[src/sv/tpswc_pkg.sv]
// Shared constants, types and controller codes for the tile plane scroll core.
`timescale 1ns / 1ps
package tpswc_pkg;

  // Defaults for the top-level parameters.
  localparam int MAX_TILES_DEF = 4096;
  localparam int FRAC_BITS_DEF = 12;
  localparam int MAX_VIEW_DEF  = 256;

  // Fixed field widths of the request and result channels.
  localparam int COORD_W   = 32;
  localparam int MODE_W    = 2;
  localparam int TILES_W   = 13;
  localparam int VIEW_W    = 9;
  localparam int ANCHOR_W  = 12;
  localparam int WRAPPED_W = 24;
  localparam int TILE_W    = 12;
  localparam int ORIGIN_W  = 14;

  // The remainder is built one dividend bit per cycle.
  localparam int DIV_STEPS = COORD_W;
  localparam int CNT_W     = $clog2(DIV_STEPS);

  localparam int MODE_WRAP_X = 0;
  localparam int MODE_WRAP_Y = 1;

  typedef enum logic [4:0] {
    ST_IDLE = 5'b00001,
    ST_DIV  = 5'b00010,
    ST_SEL  = 5'b00100,
    ST_ORG  = 5'b01000,
    ST_EXT  = 5'b10000
  } state_t;

  // Commands from the controller to both axis lanes.
  typedef struct packed {
    logic load;  // capture a request
    logic step;  // one restoring-division step
    logic sel;   // pick the corrected coordinate
    logic org;   // form the origin
    logic emit;  // load the result register
  } cmd_t;

endpackage

[src/sv/tpswc_ctrl.sv]
// Controller: sequences capture, division steps, correction and result hand-off.
`timescale 1ns / 1ps
module tpswc_ctrl
  import tpswc_pkg::*;
(
  input  logic clk,
  input  logic rst,
  input  logic in_valid,
  output logic in_ready,
  input  logic out_ready,
  output logic out_valid,
  output cmd_t cmd
);

  state_t            state;
  state_t            state_next;
  logic [CNT_W-1:0]  cnt;
  logic              out_valid_next;

  always_comb begin
    cmd            = '0;
    state_next     = state;
    in_ready       = 1'b0;
    case (state)
      ST_IDLE: begin
        in_ready = 1'b1;
        if (in_valid) begin
          cmd.load   = 1'b1;
          state_next = ST_DIV;
        end
      end
      ST_DIV: begin
        cmd.step = 1'b1;
        if (cnt == CNT_W'(DIV_STEPS - 1)) begin
          state_next = ST_SEL;
        end
      end
      ST_SEL: begin
        cmd.sel    = 1'b1;
        state_next = ST_ORG;
      end
      ST_ORG: begin
        cmd.org    = 1'b1;
        state_next = ST_EXT;
      end
      ST_EXT: begin
        // Wait here while the previous result is still unclaimed.
        if (!out_valid || out_ready) begin
          cmd.emit   = 1'b1;
          state_next = ST_IDLE;
        end
      end
      default: begin
        state_next = ST_IDLE;
      end
    endcase
  end

  always_comb begin
    out_valid_next = out_valid;
    if (cmd.emit) begin
      out_valid_next = 1'b1;
    end else if (out_valid && out_ready) begin
      out_valid_next = 1'b0;
    end
  end

  always_ff @(posedge clk) begin
    if (rst) begin
      state     <= ST_IDLE;
      cnt       <= '0;
      out_valid <= 1'b0;
    end else begin
      state     <= state_next;
      out_valid <= out_valid_next;
      if (cmd.load) begin
        cnt <= '0;
      end else if (cmd.step) begin
        cnt <= cnt + CNT_W'(1);
      end
    end
  end

endmodule

[config.mk]
export PLATFORM = sky130hd
export DESIGN_NAME = tpswc_ctrl
export DESIGN_NICKNAME = d
export VERILOG_FILES = /design/src/sv/tpswc_pkg.sv /design/src/sv/tpswc_ctrl.sv
export SDC_FILE = /design/constraint.sdc
export NUM_CORES = 1
export LEC_CHECK = 0
export ABC_AREA = 1
export BUFFER_PORTS_ARGS = -buffer_cell sky130_fd_sc_hd__buf_4
export CORE_UTILIZATION = 32
export DETAILED_ROUTE_END_ITERATION = 7
export SETUP_SLACK_MARGIN = 0.05
export SLEW_MARGIN = 20
export SYNTH_ARGS = -nofsm -noshare
export SYNTH_HDL_FRONTEND = slang
export SYNTH_SLANG_ARGS = --single-unit
[constraint.sdc]
create_clock -name clk -period 3.9 [get_ports clk]
set_input_delay 0.78 -clock clk [delete_from_list [all_inputs] [get_ports clk]]
set_output_delay 0.78 -clock clk [all_outputs]
set_load 0.005 [all_outputs]
==> summary.txt, run 1 <==
Detailed routing
  – Total length of routed wires: 1100 um
  – Via count: 512
  – DRC violation count after routing: 0
  – Vias per cell: 4.57
  – Drt first-iter violations: 11
  – DR pass1 iterations: 3
  – Drt wl/cell: 9.79 um
  – Routed Antenna Nets: 0

Power and ir drop
  – Switching Fraction: 26.4%
  – Pwr dens: 322 nW/um2
  – Share of power burned in combinational logic: 14.6%
  – Clock power share: 33.9%
  – P_int: 169 uW
  – Worst voltage drop across the vdd grid: 0.000146 V
  – Overall power consumption: 229 uW
  – Seq pwr share: 51.4%
  – Switching pwr: 60.4 uW
  – Static Leak: 0.327 nW

Min path
  – Hold Path Stages: 2
  – Worst hold-check path type: flip-flop to flip-flop
  – Min-delay src: cnt[4]
  – Worst Hold Endpoint: cnt[4]

Yosys
  – Post-synth net total: 81
  – Cells after Synth: 75
  – Average instance area after synthesis: 7.92 um2
  – Synthesis-stage register bit count: 11
  – Sequential-to-total area share from yosys stat: 37.1%
  – Yosys Warn Count: 0
  – Synthesized cell area: 594 um2
  – Yosys cell types: 20

Cells and area
  – Final #Nets: 94
  – Post-synthesis to final-layout area growth: 19.8%
  – Total non-filler cell area in the finished layout: 712 um2
  – Antenna cells: 0
  – Proportion of layout cells with a drive suffix above 1: 28.7%

Timing
  – Final-report setup violation count: 0
  – Fin. max-slew vios: 0
  – Slew HR: 82.2%
  – Setup repair after global routing missed its margin: false
  – Clock tree skew after final layout: 0.00475 ns
  – Maximum achievable frequency: 0.490 GHz
  – Final period utilization: 52.4%
  – Transition time of the tightest slew-check pin: 0.265 ns
  – Final count of hold timing violations: 0
  – Setup Total Neg Slack: 0 ns
  – Time the final worst path needs with I/O delays and setup: 2.04 ns
  – Worst hold margin: 0.470 ns

GRT
  – GRT Resource Usage Total: 12.5%
  – Via count of the first global-routing pass: 446
  – Initial antenna violation count: 0
  – Maximum number of pins on one net before global-route repair: 8
  – Global-route wire length before repair: 1760 um
  – Aggregate global routing overflow: 0

Setup path
  – Critical-path maximum fanout: 3
  – Critical Path End Type: primary output
  – Worst Reg2Reg Path Length in Cells: 8
  – Slowest CP cell: nor2_1
  – Setup Crit Path Kind: primary input to primary output
  – Critical Path Start Type: primary input
  – Arrival time worst endpoint: 1.26 ns
  – Reg-to-reg slack, setup: 2.58 ns
  – Startpoint of the worst register-to-register path: cnt[0]
  – Data required time at the worst endpoint: 3.12 ns
  – Terminus of the critical flop-to-flop path: state[0]
  – CP max stage delay: 0.16 ns
  – Sequence of cells on the critical path: buf_4 > nor2_1 > nor2_1 > buf_4

Flow run
  – Number of max-cap violations: 0

CTS
  – Number of H-tree branching levels: 1
  – # hold bufs at CTS: 0
  – Buffer levels on the longest clock path: 2
  – Clock tree from TritonCTS: built
  – Number of buffers created by CTS: 3
  – Clock latency on the worst-skew pair: 0.27 ns
  – Clock slew seen by the registers of the worst setup and hold paths: 0.07 ns
  – Number of cells upsized or downsized after cts: 0
  – Setup repair bufs after CTS: 0
  – TritonCTS sink count: 11
  – Root buf cell: clkbuf_4

Placed design
  – Final Wtd Congestion: 0.729
  – Post-DP HPWL: 859 um
  – Cell area after placement: 686 um2
  – Port buffer count: 10

Die
  – Die area: 2030 um2
  – Die boundary height: 45.1 um
  – Core ar.: 1730 um2
  – Rows: 15
  – Initial Utilization: 34.4%
  – Number of primary I/O pins: 11
  – Floorplan die width: 45.1 um

Status
  – Outcome: finished, final reports clean
==> metal layers <==
metal / part of all wire, % / up-vias / routed length [um] / global-route usage, %
met2: 53 / 9 / 578 / 22.0
met3: 4.7 / 0 / 52 / 6.00
met4: 0 / 0 / 0 / 3.64
met1: 42 / 237 / 465 / 13.1
met5: 0 / - / 0 / 0
li1: - / 266 / - / -
==> through the flow <==
stage	setup slack [ns]	utilization, %	instances
3_3_place_gp	1.87	39.7	108
5_1_grt	1.73	41.2	112
3_5_place_dp	1.86	39.7	108
4_1_cts	1.86	41.2	112
2_1_floorplan	2.00	-	75
6_report	1.86	41.2	112
==> power groups by stage <==
stage	registers [mW]	logic, mW	clock network, mW
detailed placement	0.121	0.0341	0
finish	0.118	0.0336	0.0777
global placement	0.120	0.0336	0
global route	0.118	0.0373	0.0847
CTS	0.118	0.0341	0.0789
floorplan	0.120	0.0220	0
==> synthesized netlist by cell type, drive strengths merged <==
library cell	number	share of area, %
inv	13	8.2
nor2	12	12
dfxtp	11	37
nand2	11	8.2
nand3	7	8.8
a21oi	6	5.7
nand4	5	5.3
xor2	3	4.4
buf	2	2.5
ha	2	4.2
clkinv	1	0.84
o21a	1	1.3
o21bai	1	1.3
==> cell type report <==
class                      count  area [um2]
fill                         194        1010
multi-input combinational     48         305
sequential                    11         220
timing repair buffer          10        75.1
inverter                      14        53.8
tap                           25        31.3
clock buffer                   4        26.3
==> logic make-up after synthesis <==
kind of cell / synth area share, %
compound gates: 8.21
xor+xnor: 4.42
fa+ha+maj: 4.21
buf+inv: 11.6
flops: 37.1
simple gates: 34.5
==> layout by cell type, fill, tap and decap left out, types with 3 or more instances in the layout <==
master	count
inv_1	11
xor2_1	3
dfxtp_1	11
a21oi_1	5
nand4_1	5
clkbuf_4	3
nor2_1	7
nor2_4	3
nand3_1	5
buf_4	10
nand2_1	10
==> worst max-delay path by stage <==
stage / to / start / slack (ns) / cells after the start
3_3_place_gp: cmd[0] / out_ready / 1.87 / 4
2_1_floorplan: cmd[0] / out_ready / 2.00 / 3
6_report: cmd[0] / out_ready / 1.86 / 4
3_5_place_dp: cmd[0] / out_ready / 1.86 / 4
5_1_grt: cmd[0] / state[0] / 1.73 / 4
4_1_cts: cmd[0] / out_ready / 1.86 / 4
==> worst max-delay path, delay by kind of cell <==
family,cells,cell delay [ns]
buffers and inverters,2,0.25
AND/OR/NAND/NOR,2,0.24
==> state kept, by name (all words and copies together) (netlist names) <==
name	count
cnt	5
state	5
out_valid	1
Power figures use the tool's default switching activity.
==> run 2, diff against run 1 <==
--- a/config.mk
+++ b/config.mk
@@ -5,7 +5,7 @@
 export SDC_FILE = /design/constraint.sdc
 export NUM_CORES = 1
 export LEC_CHECK = 0
-export ABC_AREA = 1
+export ABC_AREA = 0
 export BUFFER_PORTS_ARGS = -buffer_cell sky130_fd_sc_hd__buf_4
 export CORE_UTILIZATION = 32
 export DETAILED_ROUTE_END_ITERATION = 7
==> constraint.sdc (replaced) <==
create_clock -name clk -period 2.1 [get_ports clk]
set_input_delay 0.42 -clock clk [delete_from_list [all_inputs] [get_ports clk]]
set_output_delay 0.42 -clock clk [all_outputs]
set_load 0.005 [all_outputs]
==> run 2 against run 1 <==
  * The flow now finishes with violations (design-rule violations)
  * Die area down 2.2%
  * Non-clock buffer count unchanged
  * Worst setup slack lost 1.7 ns
  * Global-route usage is 1.7 points higher
  * Via count rose by 4.9%
  * Critical endpoint is now cmd[3]
  * Largest power group unchanged
==> summary.txt, run 2 <==
Yosys
  – Post-synth net total: 76
  – Primary flip-flop cell chosen by synthesis mapping: dfxtp_1
  – Post-synth ARST share: 0%
  – Synthesis-stage register bit count: 11
  – Yosys Warn Count: 0
  – Most area-consuming cells after synthesis: dfxtp_1 (38%), a21oi_1 (5.2%), nor2_1 (5.2%), and3_1 (4.3%), ha_1 (4.3%)
  – Synthesized cell area: 581 um2
  – Library cell with the highest instance count after synthesis: dfxtp_1
  – Commonest cells in the synthesized netlist: dfxtp_1 (11), nor2_1 (8), a21oi_1 (6), o21ai_0 (5)
  – Share of the synthesized area in the top cell type: 37.9%
  – Average instance area after synthesis: 8.29 um2
  – Yosys cell types: 25
  – Cell accounting for the most synthesized area: dfxtp_1
  – Number of synthesized flops with an enable pin: 0
  – Cells after Synth: 70
  – Sequential-to-total area share from yosys stat: 37.9%

Detailed routing
  – Met1 routed wirelength after detailed routing: 593 um
  – DR pass1 iterations: 6
  – Vias per cell: 5.16
  – DR WL met2: 550 um
  – Via count: 537
  – Drt first-iter violations: 19
  – Routed Antenna Nets: 0
  – Uppermost routed layer: met4
  – Drt wl/cell: 11.9 um
  – Total length of routed wires: 1230 um
  – Met3 WL post-DR: 41 um
  – DRC violation count after routing: 2

CTS
  – Root buf cell: clkbuf_4
  – # hold bufs at CTS: 0
  – Setup repair bufs after CTS: 0
  – Number of H-tree branching levels: 1
  – Clock latency on the worst-skew pair: 0.28 ns
  – Clock tree from TritonCTS: built
  – Buffer levels on the longest clock path: 2
  – TritonCTS sink count: 11
  – Clock slew seen by the registers of the worst setup and hold paths: 0.08 ns
  – Number of cells upsized or downsized after cts: 1
  – Number of buffers created by CTS: 3

Timing
  – Setup slack of the critical path after layout: 0.144 ns
  – Maximum achievable frequency: 0.511 GHz
  – Clock tree skew after final layout: 0.00738 ns
  – Setup repair after global routing missed its margin: false
  – Final count of hold timing violations: 0
  – Transition time of the tightest slew-check pin: 0.364 ns
  – Final-report setup violation count: 0
  – Final period utilization: 93.1%
  – Time the final worst path needs with I/O delays and setup: 1.96 ns
  – Setup Total Neg Slack: 0 ns
  – Slew HR: 75.5%
  – Fin. max-slew vios: 0

Placed design
  – DP Cell Count: 100
  – Post-DP HPWL: 861 um
  – Port buffer count: 10
  – Final Wtd Congestion: 0.809
  – Worst Setup Slack post-DPL: 0.369 ns

Cells and area
  – Final #Nets: 86
  – Commonest non-fill, non-tap cell in the layout: dfxtp_1
  – Post-route non-filler standard cell count: 104
  – Proportion of layout cells with a drive suffix above 1: 19.0%
  – Antenna cells: 0
  – Commonest cells after routing, fill and taps aside: dfxtp_1 (11), buf_4 (10), nor2_1 (8)
  – Post-synthesis to final-layout area growth: 18.7%
  – Largest registers ranked by flip-flop count: cnt (5), state (5), out_valid (1)

Setup path
  – Critical-path maximum fanout: 10
  – Arrival time worst endpoint: 1.54 ns
  – Data required time at the worst endpoint: 1.68 ns
  – Critical Path End Type: primary output
  – Reg-to-reg slack, setup: 0.49 ns
  – Critical Path Start Type: flip-flop
  – Setup Crit Path Kind: flip-flop to primary output

Die
  – Die area: 1990 um2
  – Rows: 15
  – Initial Utilization: 34.0%
  – Core ar.: 1710 um2
  – Floorplan die width: 44.6 um
  – Number of primary I/O pins: 11
  – Die boundary height: 44.6 um

GRT
  – Initial antenna violation count: 0
  – Global-route wire length before repair: 1970 um
  – Maximum number of pins on one net before global-route repair: 11
  – Via count of the first global-routing pass: 465
  – GRT Resource Usage Total: 14.2%
  – Aggregate global routing overflow: 0

Status
  – Failing checks: design-rule violations
  – Outcome: finished, violations left

Min path
  – Worst hold-check path type: primary input to flip-flop

Power and ir drop
  – Static Leak: 0.297 nW
  – Pwr dens: 632 nW/um2
  – Worst voltage drop across the vdd grid: 0.000262 V

Flow run
  – Number of max-cap violations: 0
run 2: cell count changes after synthesis, moves of 3 or more:
cell     change
o21ai_0      +5
nand4_1      -3
and3_1       +4
nor2_4       -3
nand2_1     -10
or3_1        +4
inv_1        -7
run 2: path summary, 6_finish.rpt:
path | start | end | depth (start not counted)
worst max-delay path | state[4] | cmd[3] | 3
worst min register to register | cnt[3] | cnt[3] | 2
worst max register to register | state[4] | cnt[2] | 3
worst min-delay path | rst | state[1] | 2
run 2: cell type report:
class,count,area [um2]
timing repair buffer,10,75.1
fill,175,1020
tap,25,31.3
inverter,4,15.0
sequential,11,220
clock buffer,4,26.3
multi-input combinational,50,322
run 2: worst max-delay path: stages, from the launching register on:
cell and delay [ns]:
dfxtp_1 0.37, or4_4 0.61, nor2_1 0.15, buf_4 0.13
run 2: cell families after synthesis:
logic type / Yosys count / share of synthesized area [%]
buffers and inverters: 9 / 7.33
adders and majority gates: 2 / 4.31
and+or+nand+nor: 29 / 28.4
xor gates and xnor gates: 1 / 1.51
DFF: 11 / 37.9
AOI/OAI and AO/OA: 18 / 20.5
run 2: per-layer routing:
layer / vias up / track usage [%]
li1: 274 / -
met2: 15 / 17.9
met1: 243 / 19.2
met4: 0 / 12.7
met5: - / 0
met3: 5 / 3.67
run 2: where the power goes:
group          switching, mW  internal (mW)
clock                 0.0811         0.0739
sequential            0.0103          0.213
combinational         0.0308         0.0266
run 2: metrics by stage:
stage               hold slack [ns]  utilization, %  power, mW  instance area (um2)
global placement              0.477            38.6      0.283                  659
floorplan                     0.454               -      0.261                  581
global route                  0.337            40.4      0.453                  689
finish                        0.336            40.4      0.436                  689
detailed placement            0.479            38.6      0.284                  659
CTS                           0.333            40.4      0.439                  689
