<file path="src/sv/tpswc_pkg.sv">
// Shared constants, types and controller codes for the tile plane scroll core.
`timescale 1ns / 1ps
package tpswc_pkg;

  // Defaults for the top-level parameters.
  localparam int MAX_TILES_DEF = 4096;
  localparam int FRAC_BITS_DEF = 12;
  localparam int MAX_VIEW_DEF  = 256;

  // Fixed field widths of the request and result channels.
  localparam int COORD_W   = 32;
  localparam int MODE_W    = 2;
  localparam int TILES_W   = 13;
  localparam int VIEW_W    = 9;
  localparam int ANCHOR_W  = 12;
  localparam int WRAPPED_W = 24;
  localparam int TILE_W    = 12;
  localparam int ORIGIN_W  = 14;

  // The remainder is built one dividend bit per cycle.
  localparam int DIV_STEPS = COORD_W;
  localparam int CNT_W     = $clog2(DIV_STEPS);

  localparam int MODE_WRAP_X = 0;
  localparam int MODE_WRAP_Y = 1;

  typedef enum logic [4:0] {
    ST_IDLE = 5'b00001,
    ST_DIV  = 5'b00010,
    ST_SEL  = 5'b00100,
    ST_ORG  = 5'b01000,
    ST_EXT  = 5'b10000
  } state_t;

  // Commands from the controller to both axis lanes.
  typedef struct packed {
    logic load;  // capture a request
    logic step;  // one restoring-division step
    logic sel;   // pick the corrected coordinate
    logic org;   // form the origin
    logic emit;  // load the result register
  } cmd_t;

endpackage

</file>
<file path="src/sv/tpswc_axis.sv">
// One axis lane: serial modulo, wrap or clamp, origin and extent correction.
`timescale 1ns / 1ps
module tpswc_axis
  import tpswc_pkg::*;
#(
  parameter int MAX_TILES = MAX_TILES_DEF,
  parameter int FRAC_BITS = FRAC_BITS_DEF,
  parameter int MAX_VIEW  = MAX_VIEW_DEF
) (
  input  logic                       clk,
  input  cmd_t                       cmd,
  input  logic signed [COORD_W-1:0]  coord,
  input  logic                       wrap,
  input  logic        [TILES_W-1:0]  tiles,
  input  logic        [VIEW_W-1:0]   view,
  input  logic        [ANCHOR_W-1:0] anchor,
  output logic        [WRAPPED_W-1:0] wrapped,
  output logic        [TILE_W-1:0]    tile,
  output logic signed [ORIGIN_W-1:0]  origin,
  output logic signed [ORIGIN_W-1:0]  extent
);

  localparam int CW   = $clog2(MAX_TILES + 1);
  localparam int VCW  = $clog2(MAX_VIEW + 1);
  localparam int MW   = CW + FRAC_BITS;
  localparam int CMPW = (MW > COORD_W - 1) ? MW : COORD_W - 1;
  localparam int WXW  = (MW > WRAPPED_W) ? MW : WRAPPED_W;
  localparam int TXW  = (CW > TILE_W) ? CW : TILE_W;
  localparam int BW0  = (CW > ANCHOR_W) ? CW : ANCHOR_W;
  localparam int BW1  = (BW0 > VCW) ? BW0 : VCW;
  localparam int BW2  = BW1 + 3;
  localparam int OW   = (BW2 > ORIGIN_W + 1) ? BW2 : ORIGIN_W + 1;

  logic        [COORD_W-1:0]  mag;
  logic        [COORD_W-1:0]  coord_r;
  logic                       neg;
  logic                       wrap_r;
  logic        [CW-1:0]       count;
  logic        [VCW-1:0]      view_r;
  logic        [ANCHOR_W-1:0] anchor_r;
  logic        [MW-1:0]       rem;
  logic        [MW-1:0]       v;
  logic signed [OW-1:0]       org;

  logic        [31:0]         tiles_ext;
  logic        [31:0]         view_ext;
  logic        [CW-1:0]       count_sat;
  logic        [VCW-1:0]      view_sat;
  logic        [MW-1:0]       m;
  logic        [MW:0]         rem_sh;
  logic        [MW:0]         rem_diff;
  logic        [MW-1:0]       rem_next;
  logic        [MW-1:0]       v_next;
  logic        [CW-1:0]       count_m1;
  logic        [CMPW-1:0]     coord_pos;
  logic        [CW-1:0]       tile_full;
  logic signed [OW-1:0]       org_raw;
  logic signed [OW-1:0]       org_next;
  logic signed [OW-1:0]       cnt_s;
  logic signed [OW-1:0]       ext_raw;
  logic signed [OW-1:0]       org_fin;
  logic signed [OW-1:0]       ext_fin;
  logic        [WXW-1:0]      v_wide;
  logic        [TXW-1:0]      tile_wide;

  // Saturate the plane and view sizes into their legal ranges.
  always_comb begin
    tiles_ext = 32'(tiles);
    view_ext  = 32'(view);
    if (tiles_ext == 32'd0) begin
      count_sat = CW'(1);
    end else if (tiles_ext > 32'(MAX_TILES)) begin
      count_sat = CW'(MAX_TILES);
    end else begin
      count_sat = tiles_ext[CW-1:0];
    end
    if (view_ext == 32'd0) begin
      view_sat = VCW'(1);
    end else if (view_ext > 32'(MAX_VIEW)) begin
      view_sat = VCW'(MAX_VIEW);
    end else begin
      view_sat = view_ext[VCW-1:0];
    end
  end

  assign m = {count, {FRAC_BITS{1'b0}}};

  // Restoring division step on the coordinate magnitude.
  always_comb begin
    rem_sh   = {rem, mag[COORD_W-1]};
    rem_diff = rem_sh - {1'b0, m};
    if (rem_sh >= {1'b0, m}) begin
      rem_next = rem_diff[MW-1:0];
    end else begin
      rem_next = rem_sh[MW-1:0];
    end
  end

  // Corrected coordinate: floored modulo when wrapping, otherwise a clamp.
  always_comb begin
    count_m1  = count - CW'(1);
    coord_pos = CMPW'(coord_r[COORD_W-2:0]);
    if (wrap_r) begin
      if (neg && (rem != '0)) begin
        v_next = m - rem;
      end else begin
        v_next = rem;
      end
    end else if (coord_r[COORD_W-1]) begin
      v_next = '0;
    end else if (coord_pos >= CMPW'(m)) begin
      v_next = {count_m1, {FRAC_BITS{1'b0}}};
    end else begin
      v_next = coord_pos[MW-1:0];
    end
  end

  assign tile_full = v[MW-1:FRAC_BITS];
  assign cnt_s     = OW'(count);

  // A negative origin wraps once by the count, or clamps to zero.
  always_comb begin
    org_raw = OW'(tile_full) - OW'(anchor_r);
    if (org_raw < 0) begin
      org_next = wrap_r ? (cnt_s + org_raw) : '0;
    end else begin
      org_next = org_raw;
    end
  end

  // An overrun past the plane end on a clamped axis pulls the window back.
  always_comb begin
    ext_raw = OW'(view_r) + org - OW'(1);
    if (!wrap_r && (ext_raw >= cnt_s)) begin
      ext_fin = cnt_s - OW'(1);
      org_fin = cnt_s - OW'(view_r);
    end else begin
      ext_fin = ext_raw;
      org_fin = org;
    end
  end

  always_ff @(posedge clk) begin
    if (cmd.load) begin
      neg      <= coord[COORD_W-1];
      mag      <= coord[COORD_W-1] ? (COORD_W'(0) - coord) : coord;
      coord_r  <= coord;
      wrap_r   <= wrap;
      count    <= count_sat;
      view_r   <= view_sat;
      anchor_r <= anchor;
      rem      <= '0;
    end else if (cmd.step) begin
      rem <= rem_next;
      mag <= {mag[COORD_W-2:0], 1'b0};
    end
    if (cmd.sel) begin
      v <= v_next;
    end
    if (cmd.org) begin
      org <= org_next;
    end
  end

  assign v_wide    = WXW'(v);
  assign tile_wide = TXW'(tile_full);
  assign wrapped   = v_wide[WRAPPED_W-1:0];
  assign tile      = tile_wide[TILE_W-1:0];
  assign origin    = org_fin[ORIGIN_W-1:0];
  assign extent    = ext_fin[ORIGIN_W-1:0];

endmodule

</file>
<file path="src/sv/tpswc_dp.sv">
// Datapath: the X and Y axis lanes and the result register.
`timescale 1ns / 1ps
module tpswc_dp
  import tpswc_pkg::*;
#(
  parameter int MAX_TILES = MAX_TILES_DEF,
  parameter int FRAC_BITS = FRAC_BITS_DEF,
  parameter int MAX_VIEW  = MAX_VIEW_DEF
) (
  input  logic                        clk,
  input  cmd_t                        cmd,
  input  logic signed [COORD_W-1:0]   coord_x,
  input  logic signed [COORD_W-1:0]   coord_y,
  input  logic        [MODE_W-1:0]    wrap_mode,
  input  logic        [TILES_W-1:0]   tiles_wide,
  input  logic        [TILES_W-1:0]   tiles_high,
  input  logic        [VIEW_W-1:0]    view_w,
  input  logic        [VIEW_W-1:0]    view_h,
  input  logic        [ANCHOR_W-1:0]  anchor_x,
  input  logic        [ANCHOR_W-1:0]  anchor_y,
  output logic        [WRAPPED_W-1:0] wrapped_x,
  output logic        [WRAPPED_W-1:0] wrapped_y,
  output logic        [TILE_W-1:0]    tile_x,
  output logic        [TILE_W-1:0]    tile_y,
  output logic signed [ORIGIN_W-1:0]  origin_x,
  output logic signed [ORIGIN_W-1:0]  origin_y,
  output logic signed [ORIGIN_W-1:0]  extent_x,
  output logic signed [ORIGIN_W-1:0]  extent_y
);

  logic        [WRAPPED_W-1:0] lane_wrapped_x;
  logic        [WRAPPED_W-1:0] lane_wrapped_y;
  logic        [TILE_W-1:0]    lane_tile_x;
  logic        [TILE_W-1:0]    lane_tile_y;
  logic signed [ORIGIN_W-1:0]  lane_origin_x;
  logic signed [ORIGIN_W-1:0]  lane_origin_y;
  logic signed [ORIGIN_W-1:0]  lane_extent_x;
  logic signed [ORIGIN_W-1:0]  lane_extent_y;

  tpswc_axis #(
    .MAX_TILES (MAX_TILES),
    .FRAC_BITS (FRAC_BITS),
    .MAX_VIEW  (MAX_VIEW)
  ) u_axis_x (
    .clk     (clk),
    .cmd     (cmd),
    .coord   (coord_x),
    .wrap    (wrap_mode[MODE_WRAP_X]),
    .tiles   (tiles_wide),
    .view    (view_w),
    .anchor  (anchor_x),
    .wrapped (lane_wrapped_x),
    .tile    (lane_tile_x),
    .origin  (lane_origin_x),
    .extent  (lane_extent_x)
  );

  tpswc_axis #(
    .MAX_TILES (MAX_TILES),
    .FRAC_BITS (FRAC_BITS),
    .MAX_VIEW  (MAX_VIEW)
  ) u_axis_y (
    .clk     (clk),
    .cmd     (cmd),
    .coord   (coord_y),
    .wrap    (wrap_mode[MODE_WRAP_Y]),
    .tiles   (tiles_high),
    .view    (view_h),
    .anchor  (anchor_y),
    .wrapped (lane_wrapped_y),
    .tile    (lane_tile_y),
    .origin  (lane_origin_y),
    .extent  (lane_extent_y)
  );

  // The result register holds a finished item until the transfer completes.
  always_ff @(posedge clk) begin
    if (cmd.emit) begin
      wrapped_x <= lane_wrapped_x;
      wrapped_y <= lane_wrapped_y;
      tile_x    <= lane_tile_x;
      tile_y    <= lane_tile_y;
      origin_x  <= lane_origin_x;
      origin_y  <= lane_origin_y;
      extent_x  <= lane_extent_x;
      extent_y  <= lane_extent_y;
    end
  end

endmodule

</file>
<file path="config.mk">
export PLATFORM = sky130hd
export DESIGN_NAME = tpswc_dp
export DESIGN_NICKNAME = d
export VERILOG_FILES = /design/src/sv/tpswc_pkg.sv /design/src/sv/tpswc_axis.sv /design/src/sv/tpswc_dp.sv
export SDC_FILE = /design/constraint.sdc
export NUM_CORES = 1
export LEC_CHECK = 0
export BUFFER_PORTS_ARGS = -buffer_cell sky130_fd_sc_hd__buf_4
export CORE_ASPECT_RATIO = 1.75
export CORE_MARGIN = 2
export CORE_UTILIZATION = 47
export DETAILED_ROUTE_END_ITERATION = 10
export PLACE_DENSITY = 0.77
export SYNTH_ARGS = -nofsm -noshare
export SYNTH_HDL_FRONTEND = slang
export SYNTH_SLANG_ARGS = --single-unit
</file>
<file path="constraint.sdc">
create_clock -name clk -period 4.1 [get_ports clk]
set_input_delay 0.82 -clock clk [delete_from_list [all_inputs] [get_ports clk]]
set_output_delay 0.82 -clock clk [all_outputs]
set_load 0.005 [all_outputs]
</file>
==> metrics.md <==
| Metric | Value |
|---|---|
| Fin util | `56.60%` |
| Vias in the first global route | `22830` |
| Top cells by area, synth | `edfxtp_1 (42%), ha_1 (10%), mux2i_1 (3.7%)` |
| # diodes | `0` |
| Pleak | `13.51 nW` |
| Cell Pwr Density | `between 500 and 600 nW/um^2` |
| Worst flop-to-flop path startpoint | `u_axis_y.view_r[1]$_SDFFCE_PP0P_` |
| Grt ovf | `0` |
| Violations in the final reports | `setup timing` |
| Met2 GRT Util | `between 50 and 60%` |
| Post-CTS Hold Fix Bufs | `0` |
| Pins over their slew limit | `0` |
| CTS tree | `built` |
| Setup Skew | `around 0.023 ns` |
| Yosys reg bits | `roughly 430` |
| Nets@finish | `~3400` |
| Minimum clock period | `about 4.1 ns` |
| Status | `finished with violations` |
| RSZ-0062 raised after global routing | `yes` |
| Mean Syn Cell Area | `10.37 um^2` |
| Seq/Total Area, Yosys | `a little under half` |
| Max Buffers Root-to-Sink | `3` |
| Reg2reg setup slack | `-0.03 ns` |
| Final period util | `100.8%` |
| Initial antenna violation count | `0` |
| Critical path launch point type | `register` |
| Core box area | `58260 um^2` |
| Post-synth top flop | `edfxtp_1` |
| Worst-path fanout max | `10` |
| Wirelength per Cell | `about 22 um` |
| Share of layout cells above drive strength 1 | `around a fifth` |
| Hold EP | `wrapped_x[7]$_DFFE_PP_` |
| RR Endpoint | `extent_y[8]$_DFFE_PP_` |
| Worst Tran Pin Value | `~1.0 ns` |
| CTS root buf | `clkbuf_16` |
| DP Cell Count | `~3700` |
| Worst slew margin | `about 31%` |
| Full die area | `approximately 61000 um^2` |
| DP HPWL | `64820 um` |
| Met1 Usage GRT | `roughly 26%` |
| Die W | `around 190 um` |
| Post-route DRC | `0` |
| Clk sink count | `~430` |
| Total GRT Usage | `a little over a quarter` |
| Drt first pass iters | `5` |
| Total CTS buffers | `42` |
| HP Class | `reg -> reg` |
| Setup violators final | `16` |
| Skew-Pair Late Insertion Delay | `approximately 0.57 ns` |
| Routed vias | `22230` |
| Worst vdd ir | `~0.00051 V` |
| Worst EP required | `between 4 and 5 ns` |
| GP Congestion | `between 0.9 and 1` |
| Final WS setup | `-0.03085 ns` |
| Crit path capture type | `register` |
| Count leader, synth | `edfxtp_1` |
| Max_cap viols | `0` |
| Commonest cells post-synth | `edfxtp_1 (384), nor2_1 (233), inv_1 (230)` |
| EDFF count, synth | `between 300 and 400` |
| Iter 0 DRT Violations | `1456` |
| Gr busiest metal | `met2` |
| Cells after Synth | `roughly 2700` |
| Hold Crit Depth | `0` |
| Met3 Track Usage GR | `3.172%` |
| H-tree Lvls | `2` |
| Share of the synthesized area in the top cell type | `a little over two fifths` |
| Rows | `117` |
| CP Class | `reg -> reg` |
| CP arrival | `roughly 4.5 ns` |
| Worst-path clk slew | `~0.07 ns` |
| Initial Util | `between 40% and 50%` |
| Vias per Instance | `around 5.9` |
| IO Port Bufs | `267` |
| FF-to-FF path depth | `20` |
| Fmax | `242.1 MHz` |
| Ys Warns | `0` |
| Largest net degree at the start of global routing | `around 150` |
| Mapped cell area | `27670 um^2` |
| Synth area leader | `edfxtp_1` |
| Final Instance Count excl. Fillers | `3792` |
| # IOs | `roughly 270` |
| Share of synthesized registers carrying an async set or reset | `0%` |
| Area delta synth->final | `19.18%` |
| Yosys cell types | `91` |
| Die Span Y | `roughly 320 um` |
| Final hold violations | `0` |
| Mapped Nets | `3045` |
| Post-route ant nets | `0` |
| Fillers | `a little under 5000` |
| Min-delay src | `u_axis_x.v[7]$_DFFE_PP_` |
| Final WL | `roughly 85000 um` |
| Global-route wire length before repair | `127800 um` |
## kinds of logic after synthesis
family                   count (synthesis)  share of synthesized area [%]
multiplexers                           118                          4.345
buffers and inverters                  337                          5.019
AND/OR/NAND/NOR                        751                          13.79
adder cells (fa/ha/maj)                236                          10.94
AO/OA/AOI/OAI                          581                          13.90
XOR/XNOR                               212                          6.710
flip-flops                             434                          45.29
## worst max-delay path by stage
stage / from / endpoint / slack (ns) / cells after the start
3_5_place_dp: u_axis_x.view_r[1]$_SDFFCE_PP0P_ / extent_x[5]$_DFFE_PP_ / -0.13 / 19
5_1_grt: u_axis_y.view_r[1]$_SDFFCE_PP0P_ / origin_y[9]$_DFFE_PP_ / -0.20 / 20
6_report: u_axis_y.view_r[1]$_SDFFCE_PP0P_ / extent_y[8]$_DFFE_PP_ / -0.03 / 20
3_3_place_gp: u_axis_y.view_r[1]$_SDFFCE_PP0P_ / extent_y[0]$_DFFE_PP_ / 0.007 / 21
4_1_cts: u_axis_x.view_r[1]$_SDFFCE_PP0P_ / extent_x[13]$_DFFE_PP_ / -0.007 / 20
2_1_floorplan: u_axis_y.view_r[1]$_SDFFCE_PP0P_ / extent_y[5]$_DFFE_PP_ / 0.28 / 20
## worst max-delay path, stage by stage, from the launching register on
cell	delay (ns)
edfxtp_1	0.40
inv_2	0.10
ha_4	0.20
inv_2	0.07
ha_4	0.14
inv_2	0.04
fa_2	0.38
nor2b_4	0.15
o31ai_2	0.08
a21oi_2	0.27
a21oi_2	0.10
xor2_1	0.19
inv_1	0.09
ha_1	0.28
and4_4	0.24
a21oi_2	0.06
nand4_1	0.10
a31oi_2	0.06
a311oi_4	0.56
buf_6	0.26
mux2i_1	0.22
## cell type report
class,count,area [um^2],area share [%]
clock buffers,44,1059,3.210
clock inverters,32,396.6,1.203
inverters,233,874.6,2.652
multi-input cells,1899,14170,42.97
flip-flops and latches,434,12530,38.00
well taps,773,967.2,2.933
repair buffers,377,2977,9.026
## state kept, by name, summed over array words and instances (netlist names), 12 cells and up
register and cells:
u_axis_y.anchor_r 12, u_axis_x.org 16, wrapped_x 24, u_axis_x.mag 32, extent_x 14, u_axis_x.coord_r 31, extent_y 14, u_axis_y.count 13
u_axis_y.rem 25, origin_x 14, u_axis_y.mag 32, u_axis_x.anchor_r 12, u_axis_y.coord_r 31, u_axis_y.v 25, u_axis_x.count 13, wrapped_y 24
u_axis_x.v 25, origin_y 14, u_axis_x.rem 25, u_axis_y.org 16
## what timing repair did
action,in CTS,in global routing
resized for setup,24,61
endpoints found under the setup margin,54,62
endpoints found under the hold margin,0,0
pin swaps,15,36
setup buffers,12,14
gates cloned,2,1
## report_power, final
group	switching (W)	total, W	internal, W
Sequential	0.000371	0.00603	0.00566
Combinational	0.00406	0.00763	0.00357
Clock	0.00176	0.00416	0.00240
Total	0.00619	0.0178	0.0116
## stage by stage
| step | area (um^2) | TNS, ns | worst slack (ns) | hold WS, ns | power [W] |
|---|---|---|---|---|---|
| finish | 32980 | -0.1910 | -0.03085 | 0.4152 | 0.01782 |
| global route | 32980 | -6.773 | -0.1953 | 0.4110 | 0.01874 |
| CTS | 32570 | -0.007486 | -0.007486 | 0.3979 | 0.01735 |
| detailed placement | 30850 | -2.472 | -0.1266 | 0.4045 | 0.01278 |
| global placement | 30850 | 0 | 0.006868 | 0.4022 | 0.01258 |
| floorplan | 27670 | 0 | 0.2828 | 0.4003 | 0.01025 |
## placed cells by master, fill, tap and decap left out, drive strengths merged, types with 15 or more instances in the layout
master  instances
a21oi         167
nand3          39
inv           233
mux2           17
and2           34
a22o           20
a211oi         23
nand2         131
a21o           28
o31ai          41
nand2b         23
o21ai         116
o21a           30
clkbuf         45
or3            28
or4            19
o22ai          15
or2            23
mux2i         101
edfxtp        384
clkinv         17
xor2          114
ha            226
nor4           30
nand4          17
nor2b          61
xnor2          98
dfxtp          50
nor3           67
a31oi          27
nor2          233
buf           376
## layer usage
layer / part of all wire (%) / wire length, um / vias up
li1: - / - / 10360
met1: 32 / 27590 / 10640
met2: 53 / 45170 / 873
met3: 4.8 / 4094 / 358
met4: 9.5 / 8061 / 0
met5: 0 / 0 / -
No activity file was read; power rests on OpenSTA's default activity.
